File: config.mk
export PLATFORM = sky130hd
export DESIGN_NAME = channel_mean_difference_classifier
export DESIGN_NICKNAME = d
export VERILOG_FILES = /design/src/rtl/core/mcd_pkg.sv /design/src/rtl/core/mcd_accum.sv /design/src/rtl/core/mcd_div.sv /design/src/rtl/core/channel_mean_difference_classifier.sv
export SDC_FILE = /design/constraint.sdc
export NUM_CORES = 2
export LEC_CHECK = 0
export ABC_AREA = 1
export BUFFER_PORTS_ARGS = -buffer_cell sky130_fd_sc_hd__buf_2
export CAP_MARGIN = 30
export CORE_ASPECT_RATIO = 1.25
export CORE_MARGIN = 2
export CORE_UTILIZATION = 32
export DETAILED_ROUTE_END_ITERATION = 10
export GPL_TIMING_DRIVEN = 0
export PLACE_DENSITY_LB_ADDON = 0.25
export SYNTH_ARGS = -nofsm -noshare
export SYNTH_HDL_FRONTEND = slang
export SYNTH_SLANG_ARGS = --single-unit
File: constraint.sdc
create_clock -name clk -period 9.5 [get_ports clk]
set_input_delay 0.95 -clock clk [delete_from_list [all_inputs] [get_ports clk]]
set_output_delay 0.95 -clock clk [all_outputs]
set_load 0.05 [all_outputs]
File: src/rtl/core/mcd_pkg.sv
`timescale 1ns / 1ps
package mcd_pkg;

  // Field and register widths
  localparam int SAMPLE_W    = 8;
  localparam int SIDE_W      = 13;
  localparam int CHAN_W      = 3;
  localparam int CFG_W       = 13;
  localparam int CFG_IDX_W   = 3;
  localparam int SUM_W       = 32;
  localparam int VERDICT_W   = 3;
  localparam int DIFF_W      = 31;
  localparam int IN_TDATA_W  = 8;
  localparam int OUT_TDATA_W = 40;

  // Defaults and constants of the scoring
  localparam int DEF_MAX_CHANNELS  = 4;
  localparam int MAX_SIDE          = 4096;
  localparam int SAMPLE_FULL_SCALE = 255;
  localparam int PERCENT           = 100;
  localparam int PCT_W             = 7;
  localparam int FRAC_BITS         = 24;

  // Datapath widths
  localparam int NUM_W   = SUM_W + PCT_W;       // sum * 100
  localparam int DVD_W   = NUM_W + FRAC_BITS;   // dividend, sum * 100 * 2^24
  localparam int DEN_W   = 34;                  // width * height * k * 255
  localparam int QUO_W   = 56;                  // quotient, divisor is at least 255
  localparam int TOT_W   = QUO_W + 2;           // sum of up to four differences
  localparam int MUL_A_W = 32;
  localparam int MUL_B_W = 13;
  localparam int MUL_P_W = MUL_A_W + MUL_B_W;

  // Register indexes
  localparam logic [CFG_IDX_W-1:0] REG_BASE_WIDTH    = 3'd0;
  localparam logic [CFG_IDX_W-1:0] REG_BASE_HEIGHT   = 3'd1;
  localparam logic [CFG_IDX_W-1:0] REG_CMP_WIDTH     = 3'd2;
  localparam logic [CFG_IDX_W-1:0] REG_CMP_HEIGHT    = 3'd3;
  localparam logic [CFG_IDX_W-1:0] REG_BASE_CHANNELS = 3'd4;
  localparam logic [CFG_IDX_W-1:0] REG_CMP_CHANNELS  = 3'd5;

  // Verdict codes
  localparam logic [VERDICT_W-1:0] VERDICT_IDENTICAL   = 3'd0;
  localparam logic [VERDICT_W-1:0] VERDICT_VERY_LIKELY = 3'd1;
  localparam logic [VERDICT_W-1:0] VERDICT_PROBABLY    = 3'd2;
  localparam logic [VERDICT_W-1:0] VERDICT_MAYBE       = 3'd3;
  localparam logic [VERDICT_W-1:0] VERDICT_NOT_DUP     = 3'd4;

  // Grading limits: 0.01, 0.1 and 0.2 percent-units times 2^24, truncated
  localparam logic [DIFF_W-1:0] LIMIT_VERY_LIKELY = 31'd167772;
  localparam logic [DIFF_W-1:0] LIMIT_PROBABLY    = 31'd1677721;
  localparam logic [DIFF_W-1:0] LIMIT_MAYBE       = 31'd3355443;
  localparam logic [DIFF_W-1:0] DIFF_MAX          = 31'h7FFF_FFFF;

  // Accumulator control from the sequencer
  typedef struct packed {
    logic add;
    logic is_cmp;
    logic clear;
  } acc_ctrl_t;

  // Divider status
  typedef struct packed {
    logic busy;
    logic done;
  } div_stat_t;

  // Side length: zero counts as one, large values stop at MAX_SIDE
  function automatic logic [SIDE_W-1:0] clamp_side(input logic [SIDE_W-1:0] v);
    logic [SIDE_W-1:0] r;
    r = v;
    if (v == '0) begin
      r = SIDE_W'(1);
    end else if (v > SIDE_W'(MAX_SIDE)) begin
      r = SIDE_W'(MAX_SIDE);
    end
    return r;
  endfunction

  // Channel count: zero counts as one, large values stop at maxc
  function automatic logic [CHAN_W-1:0] clamp_chan(input logic [CHAN_W-1:0] v,
                                                   input logic [CHAN_W-1:0] maxc);
    logic [CHAN_W-1:0] r;
    r = v;
    if (v == '0) begin
      r = CHAN_W'(1);
    end else if (v > maxc) begin
      r = maxc;
    end
    return r;
  endfunction

endpackage

File: src/rtl/core/mcd_accum.sv
`timescale 1ns / 1ps
module mcd_accum #(
  parameter int MAX_CHANNELS = mcd_pkg::DEF_MAX_CHANNELS,
  localparam int POS_W = (MAX_CHANNELS > 1) ? $clog2(MAX_CHANNELS) : 1
) (
  input  logic                          clk,
  input  logic                          rst_n,
  input  mcd_pkg::acc_ctrl_t            ctrl,
  input  logic [mcd_pkg::SAMPLE_W-1:0]  sample,
  input  logic [mcd_pkg::CHAN_W-1:0]    base_chan,
  input  logic [mcd_pkg::CHAN_W-1:0]    cmp_chan,
  input  logic [POS_W-1:0]              rd_idx,
  output logic [mcd_pkg::SUM_W-1:0]     rd_base_sum,
  output logic [mcd_pkg::SUM_W-1:0]     rd_cmp_sum
);
  import mcd_pkg::*;

  localparam logic [CHAN_W-1:0] MAXC = CHAN_W'(MAX_CHANNELS);

  logic [SUM_W-1:0]  base_sums_r [MAX_CHANNELS];
  logic [SUM_W-1:0]  base_sums_nxt [MAX_CHANNELS];
  logic [SUM_W-1:0]  cmp_sums_r [MAX_CHANNELS];
  logic [SUM_W-1:0]  cmp_sums_nxt [MAX_CHANNELS];
  logic [POS_W-1:0]  base_pos_r, base_pos_nxt;
  logic [POS_W-1:0]  cmp_pos_r, cmp_pos_nxt;
  logic [CHAN_W-1:0] base_ch, cmp_ch;
  logic [POS_W-1:0]  base_p, cmp_p;
  logic              base_add, cmp_add;

  assign base_ch  = clamp_chan(base_chan, MAXC);
  assign cmp_ch   = clamp_chan(cmp_chan, MAXC);
  assign base_add = ctrl.add && !ctrl.is_cmp;
  assign cmp_add  = ctrl.add && ctrl.is_cmp;

  // Position restarts at channel 0 if it lies past a shrunken count
  assign base_p = (CHAN_W'(base_pos_r) >= base_ch) ? '0 : base_pos_r;
  assign cmp_p  = (CHAN_W'(cmp_pos_r) >= cmp_ch) ? '0 : cmp_pos_r;

  // Next position and per-lane sums
  always_comb begin
    base_pos_nxt = base_pos_r;
    cmp_pos_nxt  = cmp_pos_r;
    if (base_add) begin
      base_pos_nxt = (CHAN_W'(base_p) + CHAN_W'(1) >= base_ch) ? '0 : POS_W'(base_p + 1'b1);
    end
    if (cmp_add) begin
      cmp_pos_nxt = (CHAN_W'(cmp_p) + CHAN_W'(1) >= cmp_ch) ? '0 : POS_W'(cmp_p + 1'b1);
    end
    if (ctrl.clear) begin
      base_pos_nxt = '0;
      cmp_pos_nxt  = '0;
    end
    for (int e = 0; e < MAX_CHANNELS; e++) begin
      base_sums_nxt[e] = base_sums_r[e];
      cmp_sums_nxt[e]  = cmp_sums_r[e];
      if (base_add && (base_p == POS_W'(e))) begin
        base_sums_nxt[e] = base_sums_r[e] + SUM_W'(sample);
      end
      if (cmp_add && (cmp_p == POS_W'(e))) begin
        cmp_sums_nxt[e] = cmp_sums_r[e] + SUM_W'(sample);
      end
      if (ctrl.clear) begin
        base_sums_nxt[e] = '0;
        cmp_sums_nxt[e]  = '0;
      end
    end
  end

  always_ff @(posedge clk) begin
    if (!rst_n) begin
      base_pos_r <= '0;
      cmp_pos_r  <= '0;
      for (int e = 0; e < MAX_CHANNELS; e++) begin
        base_sums_r[e] <= '0;
        cmp_sums_r[e]  <= '0;
      end
    end else begin
      base_pos_r <= base_pos_nxt;
      cmp_pos_r  <= cmp_pos_nxt;
      for (int e = 0; e < MAX_CHANNELS; e++) begin
        base_sums_r[e] <= base_sums_nxt[e];
        cmp_sums_r[e]  <= cmp_sums_nxt[e];
      end
    end
  end

  // Read port for the scoring sequencer
  assign rd_base_sum = base_sums_r[rd_idx];
  assign rd_cmp_sum  = cmp_sums_r[rd_idx];

endmodule

File: src/rtl/core/mcd_div.sv
`timescale 1ns / 1ps
module mcd_div (
  input  logic                       clk,
  input  logic                       rst_n,
  input  logic                       start,
  input  logic [mcd_pkg::DVD_W-1:0]  dividend,
  input  logic [mcd_pkg::DEN_W-1:0]  divisor,
  output mcd_pkg::div_stat_t         stat,
  output logic [mcd_pkg::QUO_W-1:0]  quotient
);
  import mcd_pkg::*;

  localparam int CNT_W = $clog2(DVD_W);

  logic             busy_r, busy_nxt;
  logic             done_r, done_nxt;
  logic [CNT_W-1:0] cnt_r, cnt_nxt;
  logic [DEN_W-1:0] rem_r, rem_nxt;
  logic [DVD_W-1:0] quo_r, quo_nxt;
  logic [DEN_W:0]   trial;
  logic [DEN_W:0]   diff;
  logic             fits;

  // One restoring step: shift in the next dividend bit, subtract if it fits
  assign trial = {rem_r, quo_r[DVD_W-1]};
  assign diff  = trial - {1'b0, divisor};
  assign fits  = trial >= {1'b0, divisor};

  always_comb begin
    busy_nxt = busy_r;
    done_nxt = 1'b0;
    cnt_nxt  = cnt_r;
    rem_nxt  = rem_r;
    quo_nxt  = quo_r;
    if (start) begin
      busy_nxt = 1'b1;
      cnt_nxt  = '0;
      rem_nxt  = '0;
      quo_nxt  = dividend;
    end else if (busy_r) begin
      rem_nxt = fits ? diff[DEN_W-1:0] : trial[DEN_W-1:0];
      quo_nxt = {quo_r[DVD_W-2:0], fits};
      cnt_nxt = CNT_W'(cnt_r + 1'b1);
      if (cnt_r == CNT_W'(DVD_W - 1)) begin
        busy_nxt = 1'b0;
        done_nxt = 1'b1;
      end
    end
  end

  always_ff @(posedge clk) begin
    if (!rst_n) begin
      busy_r <= 1'b0;
      done_r <= 1'b0;
      cnt_r  <= '0;
    end else begin
      busy_r <= busy_nxt;
      done_r <= done_nxt;
      cnt_r  <= cnt_nxt;
    end
  end

  always_ff @(posedge clk) begin
    rem_r <= rem_nxt;
    quo_r <= quo_nxt;
  end

  assign stat.busy = busy_r;
  assign stat.done = done_r;
  assign quotient  = quo_r[QUO_W-1:0];

endmodule

File: src/rtl/core/channel_mean_difference_classifier.sv
`timescale 1ns / 1ps
// Mean channel difference classifier.
// Input stream: one sample byte per transaction on in_tdata; in_tuser is 0 for
// the base image and 1 for the comparison image; in_tlast marks the final
// sample of the image pair. Samples are added into per-channel sums, so a run
// of samples streams at one per clock except while the block is scoring.
// On the transaction with in_tlast the block scores the pair and drops
// in_tready while it does so. Six multiplier steps build both denominators,
// then per compared channel (k, the smaller channel count) and per image one
// multiply and a bit-serial divide, all on one shared multiplier and divider.
// The result (verdict and difference) is held in an output register until
// out_tready; new samples are taken while it waits. If the previous result is
// still unread when the next one is ready, scoring holds until it is taken.
// Configuration uses cfg_we/cfg_index/cfg_wdata; the user must write it only
// while idle, unenforced by the block. Reset (rst_n low, synchronous) restores
// register defaults, clears all sums and positions and drops out_tvalid.
module channel_mean_difference_classifier #(
  parameter int MAX_CHANNELS = mcd_pkg::DEF_MAX_CHANNELS
) (
  input  logic                             clk,
  input  logic                             rst_n,
  // configuration write port
  input  logic                             cfg_we,
  input  logic [mcd_pkg::CFG_IDX_W-1:0]    cfg_index,
  input  logic [mcd_pkg::CFG_W-1:0]        cfg_wdata,
  // sample stream
  input  logic                             in_tvalid,
  output logic                             in_tready,
  input  logic [mcd_pkg::IN_TDATA_W-1:0]   in_tdata,   // [7:0] sample
  input  logic                             in_tuser,   // [0] from_comparison
  input  logic                             in_tlast,
  // result stream
  output logic                             out_tvalid,
  input  logic                             out_tready,
  output logic [mcd_pkg::OUT_TDATA_W-1:0]  out_tdata   // [2:0] verdict, [33:3] difference
);
  import mcd_pkg::*;

  localparam int POS_W = (MAX_CHANNELS > 1) ? $clog2(MAX_CHANNELS) : 1;
  localparam int PAD_W = OUT_TDATA_W - DIFF_W - VERDICT_W;
  localparam logic [CHAN_W-1:0] MAXC = CHAN_W'(MAX_CHANNELS);

  // Denominator build steps
  localparam logic [2:0] DS_AREA_BASE  = 3'd0;
  localparam logic [2:0] DS_AREA_CMP   = 3'd1;
  localparam logic [2:0] DS_CHAN_BASE  = 3'd2;
  localparam logic [2:0] DS_CHAN_CMP   = 3'd3;
  localparam logic [2:0] DS_SCALE_BASE = 3'd4;
  localparam logic [2:0] DS_SCALE_CMP  = 3'd5;

  typedef enum logic [5:0] {
    S_IDLE  = 6'b000001,
    S_DEN   = 6'b000010,
    S_NUM   = 6'b000100,
    S_DIV   = 6'b001000,
    S_SUM   = 6'b010000,
    S_GRADE = 6'b100000
  } state_t;

  state_t              state_r, state_nxt;
  logic [2:0]          step_r, step_nxt;
  logic [CHAN_W-1:0]   ch_idx_r, ch_idx_nxt;
  logic                side_r, side_nxt;
  logic [DEN_W-1:0]    den_b_r, den_b_nxt;
  logic [DEN_W-1:0]    den_c_r, den_c_nxt;
  logic [QUO_W-1:0]    vb_r, vb_nxt;
  logic [QUO_W-1:0]    diff_r, diff_nxt;
  logic [TOT_W-1:0]    total_r, total_nxt;
  logic                out_valid_r, out_valid_nxt;
  logic [VERDICT_W-1:0] verdict_r, verdict_nxt;
  logic [DIFF_W-1:0]   difference_r, difference_nxt;

  logic [SIDE_W-1:0]   base_width_r, base_height_r, cmp_width_r, cmp_height_r;
  logic [CHAN_W-1:0]   base_chan_r, cmp_chan_r;

  logic [CHAN_W-1:0]   kb, kc, k;
  logic [MUL_A_W-1:0]  mul_a;
  logic [MUL_B_W-1:0]  mul_b;
  logic [MUL_P_W-1:0]  mul_p;
  logic [SUM_W-1:0]    rd_base_sum, rd_cmp_sum;
  logic [QUO_W-1:0]    quotient;
  div_stat_t           div_stat;
  logic                div_start;
  logic [DVD_W-1:0]    div_dividend;
  logic [DEN_W-1:0]    div_divisor;
  acc_ctrl_t           acc_ctrl;
  logic [DIFF_W-1:0]   diff_sat;
  logic [VERDICT_W-1:0] grade;

  // Configuration registers
  always_ff @(posedge clk) begin
    if (!rst_n) begin
      base_width_r  <= SIDE_W'(1);
      base_height_r <= SIDE_W'(1);
      cmp_width_r   <= SIDE_W'(1);
      cmp_height_r  <= SIDE_W'(1);
      base_chan_r   <= CHAN_W'(3);
      cmp_chan_r    <= CHAN_W'(3);
    end else if (cfg_we) begin
      unique case (cfg_index)
        REG_BASE_WIDTH:    base_width_r  <= cfg_wdata[SIDE_W-1:0];
        REG_BASE_HEIGHT:   base_height_r <= cfg_wdata[SIDE_W-1:0];
        REG_CMP_WIDTH:     cmp_width_r   <= cfg_wdata[SIDE_W-1:0];
        REG_CMP_HEIGHT:    cmp_height_r  <= cfg_wdata[SIDE_W-1:0];
        REG_BASE_CHANNELS: base_chan_r   <= cfg_wdata[CHAN_W-1:0];
        REG_CMP_CHANNELS:  cmp_chan_r    <= cfg_wdata[CHAN_W-1:0];
        default: ;
      endcase
    end
  end

  // Channels compared: the smaller of the two counts
  assign kb = clamp_chan(base_chan_r, MAXC);
  assign kc = clamp_chan(cmp_chan_r, MAXC);
  assign k  = (kb <= kc) ? kb : kc;

  assign in_tready = (state_r == S_IDLE);

  // Sample accumulation
  assign acc_ctrl.add    = in_tvalid && in_tready;
  assign acc_ctrl.is_cmp = in_tuser;
  assign acc_ctrl.clear  = (state_r == S_GRADE) && (!out_valid_r || out_tready);

  mcd_accum #(.MAX_CHANNELS(MAX_CHANNELS)) u_accum (
    .clk         (clk),
    .rst_n       (rst_n),
    .ctrl        (acc_ctrl),
    .sample      (in_tdata[SAMPLE_W-1:0]),
    .base_chan   (base_chan_r),
    .cmp_chan    (cmp_chan_r),
    .rd_idx      (ch_idx_r[POS_W-1:0]),
    .rd_base_sum (rd_base_sum),
    .rd_cmp_sum  (rd_cmp_sum)
  );

  // Shared multiplier operand select
  always_comb begin
    mul_a = '0;
    mul_b = '0;
    if (state_r == S_DEN) begin
      unique case (step_r)
        DS_AREA_BASE: begin
          mul_a = MUL_A_W'(clamp_side(base_width_r));
          mul_b = MUL_B_W'(clamp_side(base_height_r));
        end
        DS_AREA_CMP: begin
          mul_a = MUL_A_W'(clamp_side(cmp_width_r));
          mul_b = MUL_B_W'(clamp_side(cmp_height_r));
        end
        DS_CHAN_BASE: begin
          mul_a = den_b_r[MUL_A_W-1:0];
          mul_b = MUL_B_W'(k);
        end
        DS_CHAN_CMP: begin
          mul_a = den_c_r[MUL_A_W-1:0];
          mul_b = MUL_B_W'(k);
        end
        DS_SCALE_BASE: begin
          mul_a = den_b_r[MUL_A_W-1:0];
          mul_b = MUL_B_W'(SAMPLE_FULL_SCALE);
        end
        DS_SCALE_CMP: begin
          mul_a = den_c_r[MUL_A_W-1:0];
          mul_b = MUL_B_W'(SAMPLE_FULL_SCALE);
        end
        default: ;
      endcase
    end else if (state_r == S_NUM) begin
      mul_a = side_r ? rd_cmp_sum : rd_base_sum;
      mul_b = MUL_B_W'(PERCENT);
    end
  end

  assign mul_p = mul_a * mul_b;

  // Shared divider: sum * 100 * 2^24 / denominator
  assign div_start    = (state_r == S_NUM);
  assign div_dividend = {mul_p[NUM_W-1:0], {FRAC_BITS{1'b0}}};
  assign div_divisor  = side_r ? den_c_r : den_b_r;

  mcd_div u_div (
    .clk      (clk),
    .rst_n    (rst_n),
    .start    (div_start),
    .dividend (div_dividend),
    .divisor  (div_divisor),
    .stat     (div_stat),
    .quotient (quotient)
  );

  // Saturate and grade the total
  assign diff_sat = (total_r > TOT_W'(DIFF_MAX)) ? DIFF_MAX : total_r[DIFF_W-1:0];

  always_comb begin
    priority if (diff_sat == '0) begin
      grade = VERDICT_IDENTICAL;
    end else if (diff_sat <= LIMIT_VERY_LIKELY) begin
      grade = VERDICT_VERY_LIKELY;
    end else if (diff_sat <= LIMIT_PROBABLY) begin
      grade = VERDICT_PROBABLY;
    end else if (diff_sat <= LIMIT_MAYBE) begin
      grade = VERDICT_MAYBE;
    end else begin
      grade = VERDICT_NOT_DUP;
    end
  end

  // Scoring sequencer
  always_comb begin
    state_nxt      = state_r;
    step_nxt       = step_r;
    ch_idx_nxt     = ch_idx_r;
    side_nxt       = side_r;
    den_b_nxt      = den_b_r;
    den_c_nxt      = den_c_r;
    vb_nxt         = vb_r;
    diff_nxt       = diff_r;
    total_nxt      = total_r;
    out_valid_nxt  = out_valid_r && !out_tready;
    verdict_nxt    = verdict_r;
    difference_nxt = difference_r;

    unique case (state_r)
      S_IDLE: begin
        if (in_tvalid && in_tlast) begin
          state_nxt = S_DEN;
          step_nxt  = DS_AREA_BASE;
          total_nxt = '0;
        end
      end
      S_DEN: begin
        if (step_r[0]) begin
          den_c_nxt = mul_p[DEN_W-1:0];
        end else begin
          den_b_nxt = mul_p[DEN_W-1:0];
        end
        step_nxt = step_r + 3'd1;
        if (step_r == DS_SCALE_CMP) begin
          state_nxt  = S_NUM;
          ch_idx_nxt = '0;
          side_nxt   = 1'b0;
        end
      end
      S_NUM: begin
        state_nxt = S_DIV;
      end
      S_DIV: begin
        if (div_stat.done) begin
          if (!side_r) begin
            vb_nxt    = quotient;
            side_nxt  = 1'b1;
            state_nxt = S_NUM;
          end else begin
            diff_nxt  = (quotient >= vb_r) ? (quotient - vb_r) : (vb_r - quotient);
            state_nxt = S_SUM;
          end
        end
      end
      S_SUM: begin
        total_nxt = total_r + TOT_W'(diff_r);
        side_nxt  = 1'b0;
        if (CHAN_W'(ch_idx_r + 3'd1) == k) begin
          state_nxt = S_GRADE;
        end else begin
          ch_idx_nxt = CHAN_W'(ch_idx_r + 3'd1);
          state_nxt  = S_NUM;
        end
      end
      S_GRADE: begin
        if (!out_valid_r || out_tready) begin
          out_valid_nxt  = 1'b1;
          verdict_nxt    = grade;
          difference_nxt = diff_sat;
          state_nxt      = S_IDLE;
        end
      end
      default: begin
        state_nxt = S_IDLE;
      end
    endcase
  end

  always_ff @(posedge clk) begin
    if (!rst_n) begin
      state_r     <= S_IDLE;
      step_r      <= '0;
      ch_idx_r    <= '0;
      side_r      <= 1'b0;
      out_valid_r <= 1'b0;
    end else begin
      state_r     <= state_nxt;
      step_r      <= step_nxt;
      ch_idx_r    <= ch_idx_nxt;
      side_r      <= side_nxt;
      out_valid_r <= out_valid_nxt;
    end
  end

  always_ff @(posedge clk) begin
    den_b_r      <= den_b_nxt;
    den_c_r      <= den_c_nxt;
    vb_r         <= vb_nxt;
    diff_r       <= diff_nxt;
    total_r      <= total_nxt;
    verdict_r    <= verdict_nxt;
    difference_r <= difference_nxt;
  end

  assign out_tvalid = out_valid_r;
  assign out_tdata  = {{PAD_W{1'b0}}, difference_r, verdict_r};

endmodule

## Word-level counts from Yosys, hierarchy flattened

Memory sizes are Yosys's and may differ from the RTL's. A register that Yosys moved wholly into a read port is not among the register bits.
Cells that the tools add are included.

| operators by class | value |
|---|---|
| $add $sub $neg | 19 |
| multipliers | 1 |
| divide/modulo/power cells | 0 |
| magnitude comparators | 17 |
| equal/unequal tests | 29 |
| shift-type cells | 0 |
| mux-type cells | 86 |
| bitwise gates (word level) | 12 |
| reductions and logical operators | 59 |

Operator list:

| operator | number |
|---|---|
| two-way mux 32 bit | 27 |
| adder 32 x 8 -> 32 bit | 8 |
| one-hot mux 32 bit (4 select lines) | 1 |
| two-way mux 63 bit | 2 |
| two-way mux 13 bit | 9 |
| one-hot mux 58 bit (2 select lines) | 1 |
| subtractor 56 bit | 2 |
| two-way mux 34 bit | 2 |
| adder 58 x 56 -> 58 bit | 1 |
| > comparator 58 x 31 -> 1 bit, second input constant | 1 |
| two-way mux 58 bit | 1 |
| greater-or-equal comparator 56 bit | 1 |
| two-way mux 56 bit | 1 |
| > comparator 13 bit, second input constant | 4 |
| zero test 13 bit | 4 |
| one-hot mux 13 bit (4 select lines) | 1 |
| multiplier 32 x 13 -> 39 bit | 1 |
| one-hot mux 6 bit (6 select lines) | 1 |
| greater-or-equal comparator 35 x 34 -> 1 bit | 1 |
| subtractor 34 bit | 1 |
| less-or-equal comparator 31 x 18 -> 1 bit, second input constant | 1 |
| less-or-equal comparator 31 x 21 -> 1 bit, second input constant | 1 |
| less-or-equal comparator 31 x 22 -> 1 bit, second input constant | 1 |
| zero test 31 bit | 1 |
| other kinds (45) | 149 |

| word-level totals | value |
|---|---|
| register bits | 453 |
| latch bits | 0 |
| memory bits (writable) | 256 |
| bits in read-only memories | 0 |
| input bits | 31 |
| logic and storage cells | 253 |
| memories | 2 |

Memory list:

| name | words | width | read ports | clocked after memory_dff | write ports | line | source |
|---|---|---|---|---|---|---|---|
| u_accum.base_sums_r | 4 | 32 | 5 | 1 | 4 | mcd_accum.sv:20 | `logic [SUM_W-1:0] base_sums_r [MAX_CHANNELS];` |
| u_accum.cmp_sums_r | 4 | 32 | 5 | 1 | 4 | mcd_accum.sv:22 | `logic [SUM_W-1:0] cmp_sums_r [MAX_CHANNELS];` |

## Depth between registers and ports, before layout

| depth | value |
|---|---|
| depth after elaboration | 10 |
| mapped depth | 40 |
| depth with buffers taken out | 39 |

## Cells and area by module

Synthesis repeated with hierarchy kept, for this count alone.

| unflattened totals | value |
|---|---|
| cell total of the unflattened synthesis | 9705 |
| area total of the unflattened synthesis | 65898.2 µm² |

By module, submodules not included:

| module | instances | cells each | area an instance (µm²) | seq. area each (µm²) |
|---|---|---|---|---|
| channel_mean_difference_classifier | 1 | 5288 | 38807.2 | 9609.2 |
| mcd_accum | 1 | 3244 | 19235.9 | 5205.0 |
| mcd_div | 1 | 1173 | 7855.0 | 2732.6 |

## Worst setup path after synthesis

Ideal clock, no wire load.

| path | value |
|---|---|
| kind | register -> register |
| start | reg base_chan_r[1] |
| end | reg u_div.quo_r[58] (data pin) |
| setup time | 0.256 ns |
| arrival | 6.347 ns |
| data required time | 9.244 ns |
| slack | 2.896 ns |
| stages on the path, launching flop included | 32 |
| period minus slack after synthesis | 6.604 ns |
| cells stage by stage | dfxtp_1 inv_1 o21ai_0 ha_1 nand2_1 nor2_1 o21ai_1 nand2_1 o21ai_1 o2111ai_1 o21ai_1 clkbuf_1 nor2_1 fa_1 inv_1 fa_1 inv_1 fa_1 fa_1 inv_1 fa_1 inv_1 ha_1 a21o_1 a31oi_1 o21ai_0 nand2_1 nand3_1 a21o_1 a21oi_1 xnor2_1 a22o_1 |

| between the ends | value |
|---|---|
| cells in the longest elaborated chain, start to end | 9 |

Ends and longest elaborated chain:

| what | line | source |
|---|---|---|
| from (decl) | channel_mean_difference_classifier.sv:74 | `logic [CHAN_W-1:0] base_chan_r, cmp_chan_r;` |
| from (signal assigned) | channel_mean_difference_classifier.sv:105 | `REG_BASE_CHANNELS: base_chan_r <= cfg_wdata[CHAN_W-1:0];` |
| > comparator 3 bit | mcd_pkg.sv:87 | `end else if (v > maxc) begin` |
| two-way mux 3 bit | mcd_pkg.sv:87 |  |
| two-way mux 3 bit (*) | mcd_pkg.sv:85 | `if (v == '0) begin` |
| less-or-equal comparator 3 bit | channel_mean_difference_classifier.sv:115 | `assign k = (kb <= kc) ? kb : kc;` |
| two-way mux 3 bit (*) | channel_mean_difference_classifier.sv:115 |  |
| one-hot mux 13 bit (4 select lines) (*) | channel_mean_difference_classifier.sv:141 | `unique case (step_r)` |
| two-way mux 13 bit (*) | channel_mean_difference_classifier.sv:140 | `if (state_r == S_DEN) begin` |
| multiplier 32 x 13 -> 39 bit (*) | channel_mean_difference_classifier.sv:174 | `assign mul_p = mul_a * mul_b;` |
| two-way mux 63 bit (*) | mcd_div.sv:35 | `if (start) begin` |
| named net u_div.quo_nxt[58] | mcd_div.sv:19 | `logic [DVD_W-1:0] quo_r, quo_nxt;` |
| to (signal assigned) | mcd_div.sv:65 | `quo_r <= quo_nxt;` |
| to (decl) | mcd_div.sv:19 |  |

The timed path passes the listed nets; every way through them passes the cells marked *.
A chain may end at the register's enable or synchronous reset.

==> metrics <==
H-tree levels 3; number of placed I/O pins 73; Crit path top cell by count fa_1; DRC viols 0; top-area cell type share of the netlist area 0.156; Port Buffers 66; Hold EP cmp_chan_r[0]; WP data required 10.06 ns; CP Data Arrival Time 9.77 ns; clk slew on worst S/H paths 0.06 ns; worst hold slack 0.461 ns; Num CTS Buffers 85; post-synthesis compound-gate area fraction 0.171; GRT Total Usage 0.242; Final ANT Viol Nets 0; GRT overflow 0; slew margin rel. 0.297; # rows 177; fin nets 9039; Clk pwr share 0.468; Critical Path Source Type register; Avg WL per Cell 21.7 um; EDFF count, synth 311; Fin. Hold Viols 0; Gate power share 0.097; global-route wire length before repair 346000 um; Synth Area in Simple Gates 0.215; drt first pass iters 6; Distinct cells, synth 80; Initial DRC Count 4240; mux contribution to synthesized area 0.000836; ys async rst share 0; Skew-Pair Late Insertion Delay 0.74 ns; post-CTS sizing 0; synth top area cells edfxtp_1 16%, dfxtp_1 13%, fa_1 11%, nand2_1 9.1%, inv_1 8.6%; Synth Area in XOR/XNOR 0.0332; Leak 27.9 nW; RSZ-0062 raised after global routing false; R2R Path End u_div.quo_r[56]; slowest stage delay, CP 0.60 ns; post-detail-place hpwl 193000 um; Crit-path slowest cell clkbuf_1; Max clock buf depth 3; Max Cap Viol 0; clock skew 0.0537 ns; initial antenna violation count 4; Root Driver clkbuf_16; outcome finished, final reports clean; Highest Clock Rate 0.109 GHz; CP bufs+invs 7; NetSw 2.01 mW; Final setup viols 0; vias in the first global route 56200; Final Util 0.358; Avg Inst Size Synth 7.35 um^2; core area 186000 um^2; Post-synth top cells 1455 x nand2_1, 1368 x inv_1, 867 x nor2_1, 797 x a21oi_1, 681 x o21ai_0; Power Internal 5.53 mW; Hold WC Path Type register to register; kind of critical path register to register; final wirelength 234000 um; fin area 66500 um^2; post-synthesis sequential area ratio 0.290; Adder-Cell Fraction of Synth Area 0.185; peak supply drop 0.138 mV; initial core utilization 0.322; Ys Warns 0; R2R depth 28; FF+latch count, synth 711; hold_buf cts 0; placed instance area 63500 um^2; dominant cell type by area after synthesis edfxtp_1; Vias 56200; Die Wd 391 um; min Tclk post-route 9.21 ns; FF-to-FF setup slack 0.29 ns; top-count cell post-synth nand2_1; Net Sw Frac 0.267; Crit. End Element register; RePlAce Congestion 1.02; CTS tree built; DIE HEIGHT 488 um; fraction of layout cells with a size suffix above 1 0.0535; Worst Min Path Start cmp_chan_r[0]; critical-path maximum fanout 10; Power Total 7.54 mW; cells after synthesis 8147; Post-CTS Setup Inserts 0; Crit path max-delay family adder cells; register share of total power 0.435; die area 191000 um^2; Hold Path Depth 2; pwr dens 113 nW/um^2; Syn-to-layout area delta 11.1%; # fillers 19900; Max Slew Vio Count 0; largest net degree at the start of global routing 59; period utilization 0.970; largest family of logic cells by synthesized area simple AND/OR/NAND/NOR gates; top_reg_cell synth dfxtp_1; CTS sink count 711; Mapped Area 59900 um^2; Setup TNS 0 ns; Worst Tran Pin Value 1.05 ns; Vias/cell 5.20
[worst max-delay path by stage]
stage / startpoint / to / slack [ns] / cells past startpoint
after floorplan: base_chan_r[1] / u_div.quo_r[58] / 2.90 / 31
after global placement: register / u_div.quo_r[52] / 0.08 / 31
after detailed placement: register / u_div.quo_r[52] / 0.07 / 31
after CTS: register / u_div.quo_r[52] / 0.02 / 31
after global routing: register / u_div.quo_r[54] / 0.03 / 31
final: register / u_div.quo_r[56] / 0.29 / 28
[worst min-delay path, delay by kind of cell, from the launching register on]
kind	cells	cell delay [ns]
AND/OR/NAND/NOR	2	0.11
flip-flops	1	0.32
[final cells by class]
| type | instances | area, um^2 | area share |
|---|---|---|---|
| diodes | 1 | 2.50 | 0.0000376 |
| plain buffers | 226 | 1010 | 0.0152 |
| clock buffers | 108 | 2330 | 0.0351 |
| clock inverters | 47 | 628 | 0.00944 |
| inverters | 1407 | 5300 | 0.0797 |
| multi-input cells | 5808 | 36300 | 0.546 |
| flip-flops and latches | 711 | 17300 | 0.261 |
| well taps | 2416 | 3020 | 0.0455 |
| repair buffers | 82 | 584 | 0.00879 |
[logic make-up (layout without fill, tap and decap cells)]
kind of cell,count (synthesis),in the layout
AO/OA/AOI/OAI,1868,1868
XOR/XNOR,227,227
adder cells (fa/ha/maj),687,687
buffers and inverters,1633,1870
flip-flops,711,711
multiplexers,5,5
other,1,7
AND/OR/NAND/NOR,3015,3015
[per-layer routing]
metal / routed length (um) / share of wire / track usage
met5: 0 / 0 / 0
met4: 16200 / 0.069 / 0.148
met3: 11600 / 0.050 / 0.0300
met2: 114000 / 0.49 / 0.424
met1: 92700 / 0.40 / 0.279
[per-stage QoR]
stage,setup slack (ns),std cells
3_3_place_gp,0.0819,10600
2_1_floorplan,2.90,8152
3_5_place_dp,0.0686,10600
5_1_grt,0.0319,10800
4_1_cts,0.0157,10800
6_report,0.286,10800
[cell usage in the layout, fill, tap and decap left out, drive strengths merged, types with 21 or more instances in the layout]
cell type  count
a21o          46
clkbuf       248
a31oi         41
o2111ai       21
xor2         160
nor2         906
buf          168
nand3        289
fa           329
o21bai        27
o21ai        736
nor3         165
nor4          51
o211ai        34
edfxtp       311
clkinv        35
a22oi         25
a21oi        799
nand4         85
nand2       1477
dfxtp        400
ha           358
inv         1400
xnor2         67
o21a          58
[sequential cells by signal, indices dropped and copies added (netlist names), 3 cells and up, named ones only]
signal	flops
u_div.quo_r	63
verdict_r	3
difference_r	31
cmp_width_r	13
u_div.rem_r	34
base_width_r	13
u_accum.cmp_sums_r	128
step_r	3
den_c_r	34
ch_idx_r	3
cmp_chan_r	3
u_div.cnt_r	6
total_r	58
state_r	6
u_accum.base_sums_r	128
vb_r	56
base_chan_r	3
den_b_r	34
cmp_height_r	13
base_height_r	13
diff_r	56
[power by group through the flow]
| stage | Clock [mW] | Sequential (mW) | Combinational [mW] |
|---|---|---|---|
| after global routing | 3.71 | 3.28 | 0.806 |
| after global placement | 0 | 3.34 | 0.713 |
| after CTS | 3.61 | 3.28 | 0.725 |
| final | 3.53 | 3.28 | 0.733 |
| after detailed placement | 0 | 3.34 | 0.721 |
| after floorplan | 0 | 3.32 | 0.492 |
Power figures use the tool's default switching activity.
